<file path="src/sv/mvsm_pkg.sv">
// Package: shared types, constants and enums for the multi-voice sample mixer.
package mvsm_pkg;

    localparam int VOICES_DEF       = 24;
    localparam int SAMPLE_WORDS_DEF = 65536;

    localparam logic [2:0] REQ_WRITE  = 3'd0;
    localparam logic [2:0] REQ_START  = 3'd1;
    localparam logic [2:0] REQ_UPDATE = 3'd2;
    localparam logic [2:0] REQ_STOP   = 3'd3;
    localparam logic [2:0] REQ_MIX    = 3'd4;

    localparam logic [31:0] LOOP_FOREVER = 32'hFFFF_FFFF;

    typedef enum logic [3:0] {
        ST_IDLE,
        ST_DECODE,
        ST_FIND,
        ST_VLOAD,
        ST_RD0,
        ST_RD1,
        ST_INTERP,
        ST_SCALE,
        ST_ACCUM,
        ST_NEXT,
        ST_DONE,
        ST_OUT
    } ctrl_state_t;

    typedef struct packed {
        logic        clr_acc;
        logic        ld_voice;
        logic        rd0;
        logic        rd1;
        logic        interp;
        logic        scale;
        logic        accum;
        logic        do_write;
        logic        do_start;
        logic        do_update;
        logic        do_stop;
        logic        finish;
    } dp_cmd_t;

    typedef struct packed {
        logic busy;
        logic live;
    } dp_stat_t;

endpackage

</file>
<file path="src/sv/mvsm_ctrl.sv">
// Controller: sequences one request and the per-voice walks of a start and a mix.
module mvsm_ctrl import mvsm_pkg::*; #(
    parameter int VOICES = VOICES_DEF,
    localparam int VW = (VOICES > 1) ? $clog2(VOICES) : 1
) (
    input  logic        aclk,
    input  logic        aresetn,
    input  logic        s_valid,
    output logic        s_ready,
    input  logic [2:0]  req_type,
    output logic        m_valid,
    input  logic        m_ready,
    output logic [VW-1:0] vidx,
    output dp_cmd_t     cmd,
    input  dp_stat_t    stat
);

    ctrl_state_t state_reg, state_next;
    logic [VW-1:0] vidx_reg, vidx_next;
    logic [2:0]    req_reg, req_next;

    always_ff @(posedge aclk) begin
        if (!aresetn) begin
            state_reg <= ST_IDLE;
            vidx_reg  <= '0;
            req_reg   <= REQ_WRITE;
        end else begin
            state_reg <= state_next;
            vidx_reg  <= vidx_next;
            req_reg   <= req_next;
        end
    end

    assign vidx = vidx_reg;

    always_comb begin
        state_next = state_reg;
        vidx_next  = vidx_reg;
        req_next   = req_reg;
        cmd        = '0;
        s_ready    = 1'b0;
        m_valid    = 1'b0;
        unique case (state_reg)
            ST_IDLE: begin
                s_ready = 1'b1;
                if (s_valid) begin
                    req_next   = req_type;
                    vidx_next  = '0;
                    cmd.clr_acc = 1'b1;
                    state_next = ST_DECODE;
                end
            end
            ST_DECODE: begin
                unique case (req_reg)
                    REQ_WRITE:  begin cmd.do_write  = 1'b1; state_next = ST_DONE; end
                    REQ_START:  state_next = ST_FIND;
                    REQ_UPDATE: begin cmd.do_update = 1'b1; state_next = ST_DONE; end
                    REQ_STOP:   begin cmd.do_stop   = 1'b1; state_next = ST_DONE; end
                    REQ_MIX:    state_next = ST_VLOAD;
                    default:    state_next = ST_DONE;
                endcase
            end
            ST_FIND: begin
                if (!stat.busy) begin
                    cmd.do_start = 1'b1;
                    state_next   = ST_DONE;
                end else if (vidx_reg == VW'(VOICES - 1)) begin
                    state_next = ST_DONE;
                end else begin
                    vidx_next = vidx_reg + 1'b1;
                end
            end
            ST_VLOAD: begin
                cmd.ld_voice = 1'b1;
                state_next   = ST_RD0;
            end
            ST_RD0: begin
                if (stat.live) begin
                    cmd.rd0    = 1'b1;
                    state_next = ST_RD1;
                end else begin
                    state_next = ST_NEXT;
                end
            end
            ST_RD1:    begin cmd.rd1 = 1'b1;    state_next = ST_INTERP; end
            ST_INTERP: begin cmd.interp = 1'b1; state_next = ST_SCALE; end
            ST_SCALE:  begin cmd.scale = 1'b1;  state_next = ST_ACCUM; end
            ST_ACCUM:  begin cmd.accum = 1'b1;  state_next = ST_NEXT; end
            ST_NEXT: begin
                if (vidx_reg == VW'(VOICES - 1)) begin
                    state_next = ST_DONE;
                end else begin
                    vidx_next  = vidx_reg + 1'b1;
                    state_next = ST_VLOAD;
                end
            end
            ST_DONE: begin
                cmd.finish = 1'b1;
                state_next = ST_OUT;
            end
            ST_OUT: begin
                m_valid = 1'b1;
                if (m_ready) state_next = ST_IDLE;
            end
            default: state_next = ST_IDLE;
        endcase
    end

    a_ready_idle: assert property (@(posedge aclk) disable iff (!aresetn)
        s_ready |-> state_reg == ST_IDLE) else $error("ready outside idle");
    a_excl: assert property (@(posedge aclk) disable iff (!aresetn)
        !(s_ready && m_valid)) else $error("ready and valid together");
    a_out_hold: assert property (@(posedge aclk) disable iff (!aresetn)
        m_valid && !m_ready |=> m_valid) else $error("result dropped");
    a_start: assert property (@(posedge aclk) disable iff (!aresetn)
        cmd.do_start |-> req_reg == REQ_START) else $error("stray start");

endmodule

</file>
<file path="config.mk">
export PLATFORM = sky130hd
export DESIGN_NAME = mvsm_ctrl
export DESIGN_NICKNAME = d
export VERILOG_FILES = /design/src/sv/mvsm_pkg.sv /design/src/sv/mvsm_ctrl.sv
export SDC_FILE = /design/constraint.sdc
export NUM_CORES = 1
export LEC_CHECK = 0
export ABC_CLOCK_PERIOD_IN_PS = 2600
export BUFFER_PORTS_ARGS = -buffer_cell sky130_fd_sc_hd__buf_2
export CORE_MARGIN = 2
export CORE_UTILIZATION = 25
export DETAILED_ROUTE_END_ITERATION = 16
export PLACE_DENSITY = 0.52
export SETUP_SLACK_MARGIN = 0.4
export SLEW_MARGIN = 10
export SYNTH_ARGS = -nofsm -noshare
export SYNTH_HDL_FRONTEND = slang
export SYNTH_SLANG_ARGS = --single-unit
</file>
<file path="constraint.sdc">
create_clock -name aclk -period 2.6 [get_ports aclk]
set_input_delay 0.65 -clock aclk [delete_from_list [all_inputs] [get_ports aclk]]
set_output_delay 0.65 -clock aclk [all_outputs]
set_load 0.1 [all_outputs]
</file>
Word level (Yosys, flattened, before mapping)
Index checks and enable logic that the tools add are counted.

word-level totals
  memory bits (writable) = 0
  register bits = 12
  latch bits = 0
  input bits = 9
  bits in read-only memories = 0
  memories = 0

operators by class
  equality and inequality tests = 20
  $mul = 0
  add/subtract/negate cells = 1
  bitwise operators = 0
  reduce and logical (&&, ||, !) cells = 6
  div/mod/pow operators = 0
  order comparisons = 0
  mux-type cells = 31
  shifts and indexed selects = 0

operator list
  operator                                                          number
  4-bit case mux with 12 select lines                               1
  4-bit 2-to-1 mux                                                  6
  1-bit 2-to-1 mux                                                  18
  4-bit by 3-bit == test with 1-bit output (second input constant)  4
  4-bit == test (second input constant)                             4
  5-bit 2-to-1 mux                                                  3
  5-bit case mux with 3 select lines                                1
  4-bit by 2-bit == test with 1-bit output (second input constant)  2
  4-bit case mux with 2 select lines                                1
  3-bit by 2-bit == test with 1-bit output (second input constant)  2
  2-bit != test (second input constant)                             3
  3-bit AND reduction                                               2
  5-bit by 1-bit adder with 5-bit output (second input constant)    1
  5-bit == test (second input constant)                             1
  4-bit by 1-bit == test with 1-bit output (second input constant)  1
  4-bit logical NOT                                                 1
  3-bit by 1-bit == test with 1-bit output (second input constant)  1
  3-bit == test (second input constant)                             1
  3-bit logical NOT                                                 1
  3-bit != test (second input constant)                             1
  3-bit nonzero test                                                1
  2-bit 2-to-1 mux                                                  1
  2-bit AND reduction                                               1

Logic depth before layout (Yosys ltp)
Gate-level depths: netlist of the first run.

  word-level depth = 4
  depth in mapped cells = 6

Least setup slack after synthesis of the first run
OpenSTA, ideal clock, no wires.

  path type = flip-flop to output port
  start = register state_reg[2]
  end = output cmd[5] (netlist name)
  slack = -1821 ps
  arrival = 3771 ps
  required time = 1950 ps
  stages on the path, launching flop included = 4
  cell sequence = dfxtp_1 buf_2 buf_2 nor4b_1

RTL lines
  item                      RTL line         source
  start: declaration        mvsm_ctrl.sv:18  ctrl_state_t state_reg, state_next;
  start signal: assignment  mvsm_ctrl.sv:28  state_reg <= state_next;
  end: declaration          mvsm_ctrl.sv:14  output dp_cmd_t cmd,

==> flow_results.org, run 1 <==
** Setup path
- Setup Crit Path Kind :: reg -> out
- The number of cells on the worst reg-to-reg path is 6.
- CP Data Required Time :: 1.95 ns
- Cell class contributing the biggest share of worst-path delay :: simple AND/OR/NAND/NOR gates
- Highest cell delay on the worst timing path :: roughly 0.45 ns
- Register-to-register setup slack :: ~0.82 ns
- Worst setup path end :: cmd[2]
- Start of the worst register-to-register path :: state_reg[1]
- Together, buffers and inverters on the worst path number 1.
- The signal on the critical path passes through nand2b_4, or4_4, nor3b_4, buf_12.
- Cell at the slowest stage of the critical path :: or4_4
- Endpoint arrival time on the critical path :: 1.64 ns
- FF-to-FF End :: vidx[3]
- Path length in cells of the critical path :: 4
- In this run the worst setup path begins at state_reg[2].
- Critical-path maximum fanout :: 4
- Critical Path Sink Type :: primary output
- The worst setup path is launched from a register.

** Finish
- Non-filler cells, final :: roughly 200
- ANT cells :: 0
- After filler insertion, the fill cell instance count of the layout stands at 323.
- Most common cell after layout, fill and taps aside :: buf_4
- Number of flip-flops under the largest register name :: 5
- The library cells used most frequently in the layout, excluding fill and tap cells, are 26 x buf_4, 13 x buf_2, 11 x nand2_1.
- Area taken by flip-flops and latches :: 256 µm²
- Summing all multi-input logic gate instances after layout gives 734 µm².
- From synthesis to final layout, the design area changed by 72.4%.
- At the end of the flow, the number of nets in the layout was ~170.
- Proportion of layout cells with a drive suffix above 1 :: 51.9%

** Power
- The clock network accounts for under 10% of the total power.
- Power Total :: approximately 1.7 mW
- The share of total power dissipated in combinational logic is between 70% and 80%.
- Cell internal power was estimated by the tool at between 800 and 900 µW.
- Power spread over the standard cell area amounts to between 1000 and 1500 mW/mm².
- For this design the total switching power over the nets is roughly 900 µW.
- Maximum vdd drop :: between 600 and 700 µV
- Of the total power, registers draw 18.7%.
- Leakage power total :: 0.599 nW
- Switching power share of the total :: between 50% and 60%

** STA
- After routing, the total negative slack on setup checks comes to 0 ns.
- Total count of max-transition violations in the final report :: 0
- Minimum clock period :: between 2 and 2.5 ns
- Setup repair after global routing could not meet its margin everywhere.
- Setup skew after layout :: 0.00628 ns
- Of the available clock period, the critical path in the final layout requires a little under 90%.
- Highest attainable clock frequency :: 436 MHz
- In this run the tightest slew margin relative to its limit is between 50% and 60%.
- The final count of hold timing violations is 0.
- Setup violations remaining at the end of the flow were counted as 0.
- Slew @ Worst Pin :: roughly 0.74 ns

** Synthesis
- Seq/Total Area, Yosys :: 26.8%
- Synthesis produced a netlist whose cell count is approximately 110.
- Post-synthesis cell type with the largest combined area :: dfxtp_1
- For this run, the number of Yosys warnings is 0.
- Unique cell type count in the Yosys netlist :: 42
- Leading post-synthesis cells by cell area :: dfxtp_1 27%, nand2_1 5.4%, a21oi_1 4.5%
- Synth Net Count :: between 100 and 150
- Average cell area after synthesis :: between 7 and 8 µm²
- Synthesized cell area :: between 800 and 900 µm²
- Number of synthesized register bits :: 12
- The top cell type by area accounts for around 27% of the synthesized area.

** Clocking
- Worst-case clock buffer depth :: 2
- Skew-Pair Late Insertion Delay :: ~0.26 ns
- For this design, the CTS-stage hold fixing added 0 buffers.
- Sink Count :: 12
- Clock root buffer master :: clkbuf_4
- CTS Buf Count :: 3
- Clock tree from TritonCTS :: built
- Clock-pin slew was measured on the worst setup and hold paths at approximately 0.08 ns.
- Count of H-tree levels built during CTS :: 1

** Floorplanning
- The floorplan step set the die height to between 60 and 70 µm.
- Starting density of the core :: between 20% and 30%
- Die footprint :: roughly 0.0041 mm²
- In this run the core area contains 21 standard-cell rows.
- 28 I/O pins were placed.
- Placeable Area :: 0.00339 mm²
- Die Width :: 63.9 µm

** Global route
- Vias in the first global route :: approximately 950
- Global-route wire length before repair :: around 4.3 mm
- Total global routing track utilization :: around 13%
- Entering global routing, the biggest net connects 18 pins.
- For this run the aggregate overflow at the end of global routing stands at 0.
- The initial antenna violation count came to 0.

** Run
- Across the run, the number of max-cap violations was 0.

** Hold path
- Min-Delay Path Class :: reg -> reg
- Along the worst hold path, the cell count comes to 2.
- In this run the most critical hold path is launched from vidx[4].

** Placed design
- PortBufs :: 27
- Detailed placer's ending HPWL :: approximately 1.8 mm
- Cells after DPL :: 181
- The congestion estimate from routability-driven global placement came to between 0.7 and 0.8.

** Routing
- Count of vias placed by the detailed router :: between 1000 and 1500
- The first detailed-routing pass took 4 iterations.
- Number of DRC violations after detailed routing :: 0
- Final Routed Wirelength :: approximately 2.5 mm
- Via density per instance :: roughly 5.0
- Post-DR wirelength/cell :: 12.6 µm
- The first routing iteration left 41 violations.
- In this run the remaining antenna-violating nets after routing total 0.

** Outcome
- The run finished with clean final reports.
==> per-stage QoR <==
stage                     utilization, %  setup WS [ns]  hold WS, ns  instance area (µm²)
after floorplan                        -         -0.487        0.497                 1040
after global placement              39.5          0.370        0.472                 1340
after detailed placement            39.5          0.321        0.481                 1340
after CTS                           41.8          0.269        0.493                 1420
after global routing                45.6          0.235        0.529                 1550
final                               45.6          0.308        0.494                 1550
==> worst min path at each step <==
| stage | endpoint | slack, ns |
|---|---|---|
| after floorplan | req_reg[2] | 0.50 |
| after global placement | vidx[4] | 0.47 |
| after global routing | vidx[4] | 0.53 |
| after detailed placement | vidx[4] | 0.48 |
| final | vidx[4] | 0.49 |
| after CTS | vidx[4] | 0.49 |
==> final cells by class <==
class	instances	area share, %
repair buffers	50	30.3
clock buffers	3	1.46
multi-input cells	90	47.5
inverters	1	0.485
flip-flops and latches	12	16.6
well taps	46	3.72
==> synth_stat cells <==
cell type / count
a21oi_1: 8
a21o_1: 2
o211ai_1: 1
or3_1: 1
or2_1: 1
a21boi_0: 4
o221a_2: 1
nor3b_1: 3
and2_1: 1
a21boi_1: 1
and4b_1: 1
o21ai_0: 2
a221oi_1: 1
nand2b_1: 6
a32o_1: 1
nor2_1: 5
nor2b_1: 2
dfxtp_1: 12
or3b_2: 1
a2111o_1: 1
xnor2_1: 2
nor3_1: 5
inv_1: 1
o211a_1: 1
or2_0: 1
a21bo_1: 1
nor4b_1: 2
nand2_1: 13
mux2i_1: 4
buf_2: 6
nor4_1: 2
ha_1: 1
or4_1: 1
nand3_1: 7
or4b_1: 1
buf_6: 1
nor4_4: 1
and4b_4: 1
nand3b_1: 2
and4_1: 1
o22a_1: 1
clkbuf_1: 3
==> metal layers <==
layer  vias to the layer above  GRT usage [%]  wire length (µm)  share of wire, %
li1                        500              -                 -                 -
met1                       484           15.8              1090                43
met2                        25           22.4              1320                52
met3                         4           2.29               111               4.4
met4                         0           4.89                22              0.86
met5                         -              0                 0                 0
==> worst reg2reg max path, stage by stage, from the launching register on <==
cell and delay, ns:
dfxtp_4 0.36, buf_4 0.16, buf_4 0.17, mux2i_1 0.12, a2111o_1 0.49, a21oi_1 0.22, mux2i_1 0.19
==> power by group through the flow <==
stage | sequential, mW | clock (mW) | combinational [mW]
floorplan | 0.329 | 0 | 0.825
global placement | 0.335 | 0 | 0.988
detailed placement | 0.338 | 0 | 1.01
CTS | 0.350 | 0.122 | 1.06
global route | 0.328 | 0.132 | 1.35
finish | 0.319 | 0.112 | 1.28
==> cells by family after synthesis <==
group,after synthesis,share of synthesized area [%]
and+or+nand+nor,58,39.1
AOI/OAI and AO/OA,25,20.1
DFF,12,26.8
buffers and inverters,11,6.28
muxes,4,4.46
xor gates and xnor gates,2,1.95
adders and majority gates,1,1.39
==> what timing repair did <==
item                       in CTS  in global routing
pin swaps                       1                  3
buffers inserted                3                 15
gates resized for setup        14                  5
setup endpoints to repair      14                  7
No activity file was read; power rests on OpenSTA's default activity.
==> run 2, diff against run 1 <==
- ABC_AREA: default -> 1
- GPL_TIMING_DRIVEN: default -> 0
==> flow_results.org, run 2 <==
** Finish
- In the layout the commonest cells are 30 x nand2_1, 23 x inv_1, 21 x buf_2.
- Leaving out fill and tap cells, the most frequent cell in the layout is nand2_1.
- Multi-input gate area in the final layout :: approximately 600 µm²
- Proportion of layout cells with a drive suffix above 1 :: 37.3%
- 0 antenna diodes ended up in the layout.
- Synth-to-Final Area Change :: 36.9%
- The register with the most flip-flops in the layout has 5 of them.
- Final Net Count :: 188
- At the end of the flow the core is filled with cells to a little over a third.
- Area taken by flip-flops and latches :: around 250 µm²
- Fill cells in the final layout number between 300 and 400.

** Synthesis
- Synthesis inferred 12 register bits.
- Most numerous cell types in the synthesized netlist :: 31 x nand2_1, 24 x inv_1, 21 x nor2_1, 12 x dfxtp_1
- In the post-synthesis netlist, the cell with the most instances is nand2_1.
- The synthesized netlist devotes a little under an eighth of its cell area to compound gates.
- Post-synthesis cell type with the largest combined area :: dfxtp_1
- Counting flops with a built-in enable in the synthesized netlist gives 0.
- Unique cell type count in the Yosys netlist :: 20
- Average cell area after synthesis :: about 6 µm²
- Syn Inst Count :: between 100 and 150
- Seq/Total Area, Yosys :: between 20% and 30%
- Summing the areas of all and, or, nand and nor instances in the mapped netlist gives 46.8% of the synthesized area.
- Largest family of logic cells by synthesized area :: simple AND/OR/NAND/NOR gates
- Synthesized cell area :: 875 µm²
- Commonest register cell after synthesis :: dfxtp_1
- Adder and majority cell fraction of the synthesized area :: under 10%
- Portion of netlist area occupied by mux cells :: 0%
- Number of synthesis warnings :: 0
- Area fraction of the dominant cell type after synthesis :: a little over a quarter
- The synthesized netlist devotes under 10% of its cell area to XOR and XNOR gates.
- Post-synthesis async set-or-reset flop share :: 0%
- Synth Net Count :: approximately 160
- Ranked by total cell area, the synthesized netlist is headed by dfxtp_1 27%, nand2_1 13%, inv_1 10%.

** Routing
- For this run, design rule violations remaining after detail routing come to 0.
- Final Routed Wirelength :: 2.26 mm
- Detailed Routing Iterations Pass 1 :: 4
- The final route contains 988 vias.
- After detailed routing, the number of vias per cell comes to 4.43.
- Post-DR wirelength/cell :: roughly 10 µm
- Post-DRT Antenna Nets :: 0
- In this run, the number of DRC markers left after iteration 0 of detailed routing was 60.

** Floorplanning
- Num rows :: 21
- Placeable Area :: 0.00334 mm²
- For this design the top-level I/O count stands at 28.
- Starting density of the core :: a little over a quarter
- The die covers 0.00399 mm².
- Measured along the x axis, the die boundary spans between 60 and 70 µm.
- Die boundary height :: 63.1 µm

** Run
- Across the run, the number of max-cap violations was 0.

** STA
- The worst pin sits at a relative slew slack of roughly two thirds.
- After layout, the worst path uses 80.8% of the clock period.
- Count of endpoints failing setup in the final report :: 0
- RSZ-0062 raised after global routing :: false
- After routing, the total negative slack on setup checks comes to 0 ns.
- Total count of max-transition violations in the final report :: 0
- Final Hold Viols :: 0
- Timing would allow up to around 480 MHz.
- Clock skew on the completed layout was measured at about 0.0040 ns.
- Minimum clock period :: 2.10 ns
- At the pin with the least slew margin, the transition time is around 0.49 ns.

** Power
- Cell internal power was estimated by the tool at 536 µW.
- Switching power share of the total :: between 60% and 70%
- Combinational logic burns 70.7% of the power.
- The worst-case IR drop observed on VDD is between 1000 and 1500 µV.
- In this run the power spent charging and discharging nets is 923 µW.
- For this design the ratio of total power to cell area is 1220 mW/mm².
- Sequential cells account for 20.7% of the total power.
- The share of total power dissipated in the clock network is around 8.6%.
- Leakage power total :: approximately 0.60 nW

** Setup path
- The largest single stage delay on the critical path is ~0.45 ns.
- Critical-path maximum fanout :: 6
- The worst setup path is captured at a primary output.
- For the worst flop-to-flop path, the logic depth is 9.
- Setup Crit Path Kind :: reg -> out
- On the critical path, the stage with the largest delay is an instance of buf_2.
- Endpoint arrival time on the critical path :: roughly 1.5 ns
- Path length in cells of the critical path :: 3
- Cell class contributing the biggest share of worst-path delay :: buffers and inverters
- Buffers and inverters on the worst path :: 1
- For the worst setup path, the data required time is 1.95 ns.
- Critical path startpoint category :: register
- Crit-path cells :: nand2_1, nor2_2, buf_2

** Clocking
- Worst-case clock buffer depth :: 2
- The root buffer cell chosen for the clock tree is clkbuf_4.
- Counting every sink on the clock net gives 12.
- Clock-pin slew was measured on the worst setup and hold paths at ~0.08 ns.
- CTS Buf Count :: 3
- TritonCTS built the clock tree.
- Count of H-tree levels built during CTS :: 1
- Once the clock tree was built, the setup fixing pass inserted 0 buffers.
- The clock reaches the later pin of the worst-skew pair after roughly 0.27 ns.

** Outcome
- Outcome :: finished, final reports clean

** Global route
- Maximum number of pins on one net before global-route repair :: 8
- For this run the aggregate overflow at the end of global routing stands at 0.
- The initial antenna violation count is 0.
- Vias in the first global route :: between 800 and 900
- In the global route stage, overall resource usage came out at between 10% and 20%.
- The first global-routing pass estimated roughly 3.8 mm of wire.

** Hold path
- Counting instances, the worst hold path has a depth of 2.
- The worst hold path belongs to the class reg -> reg.

** Placed design
- Input and output buffers added on the ports amount to 27.
- After legalization and detailed placement, the total HPWL measured ~1.8 mm.
- Gp weighted congestion :: ~0.77
[run 2: cell types whose count changed in the layout (fill, tap and decap cells not counted), moves of 8 or more]
cell,before,now
inv_1,0,23
nand2_1,11,30
buf_4,26,1
nor2_1,2,16
buf_12,10,0
nor2_2,1,10
buf_2,13,21
[run 2: logic make-up (layout without fill, tap and decap cells)]
family / after synthesis / in the layout
AO/OA/AOI/OAI: 18 / 18
XOR/XNOR: 1 / 1
adder cells (fa/ha/maj): 1 / 1
buffers and inverters: 28 / 59
flip-flops: 12 / 12
AND/OR/NAND/NOR: 86 / 86
[run 2: final cells by class]
cell class | count | area share, %
flip-flops and latches | 12 | 20.9
repair buffers | 27 | 13.2
clock buffers | 4 | 2.19
inverters | 28 | 9.20
multi-input cells | 106 | 49.7
well taps | 46 | 4.81
[run 2: metrics by stage]
stage / hold slack, ns / total power [mW] / instance area (µm²) / setup WS [ns] / std cells
after floorplan: 0.558 / 1.17 / 955 / 0.149 / 146
after global placement: 0.479 / 1.32 / 1150 / 0.538 / 219
after detailed placement: 0.486 / 1.33 / 1150 / 0.524 / 219
after CTS: 0.499 / 1.46 / 1180 / 0.347 / 223
after global routing: 0.519 / 1.56 / 1200 / 0.413 / 223
final: 0.498 / 1.46 / 1200 / 0.499 / 223
[run 2: power groups by stage]
stage | logic [mW] | clock network, mW | registers [mW]
after CTS | 1.03 | 0.128 | 0.302
after global placement | 1.02 | 0 | 0.305
after global routing | 1.11 | 0.137 | 0.311
final | 1.03 | 0.126 | 0.302
after detailed placement | 1.03 | 0 | 0.305
after floorplan | 0.820 | 0 | 0.350
[run 2: timing repair]
item,CTS,global route
endpoints found under the setup margin,3,6
pin swaps,0,1
cloned,0,0
gates resized for setup,3,6
hold buffers,0,0
[run 2: routing by layer]
layer	global-route usage [%]	up-vias	share of wire, %
met2	20.6	20	47
met5	0	-	0
met4	4.17	0	0.84
met3	1.61	2	3.7
li1	-	520	-
met1	14.6	446	48
[run 2: worst register-to-register path, stage by stage, from the launching register on]
cell and delay (ns):
dfxtp_1 0.43, ha_1 0.22, nand2_1 0.09, inv_1 0.09, nand2_1 0.11, nand2_1 0.09
nor2_1 0.06, nor2_2 0.15, nand2_1 0.07, a21oi_1 0.13
[run 2: path summary, 6_finish.rpt]
check / startpoint / endpoint / slack (ns)
setup / recovery: state_reg[1] / m_valid / 0.50
hold reg to reg: vidx[4] / vidx[4] / 0.50
hold / removal: vidx[4] / vidx[4] / 0.50
setup reg to reg: vidx[0] / state_reg[1] / 1.11
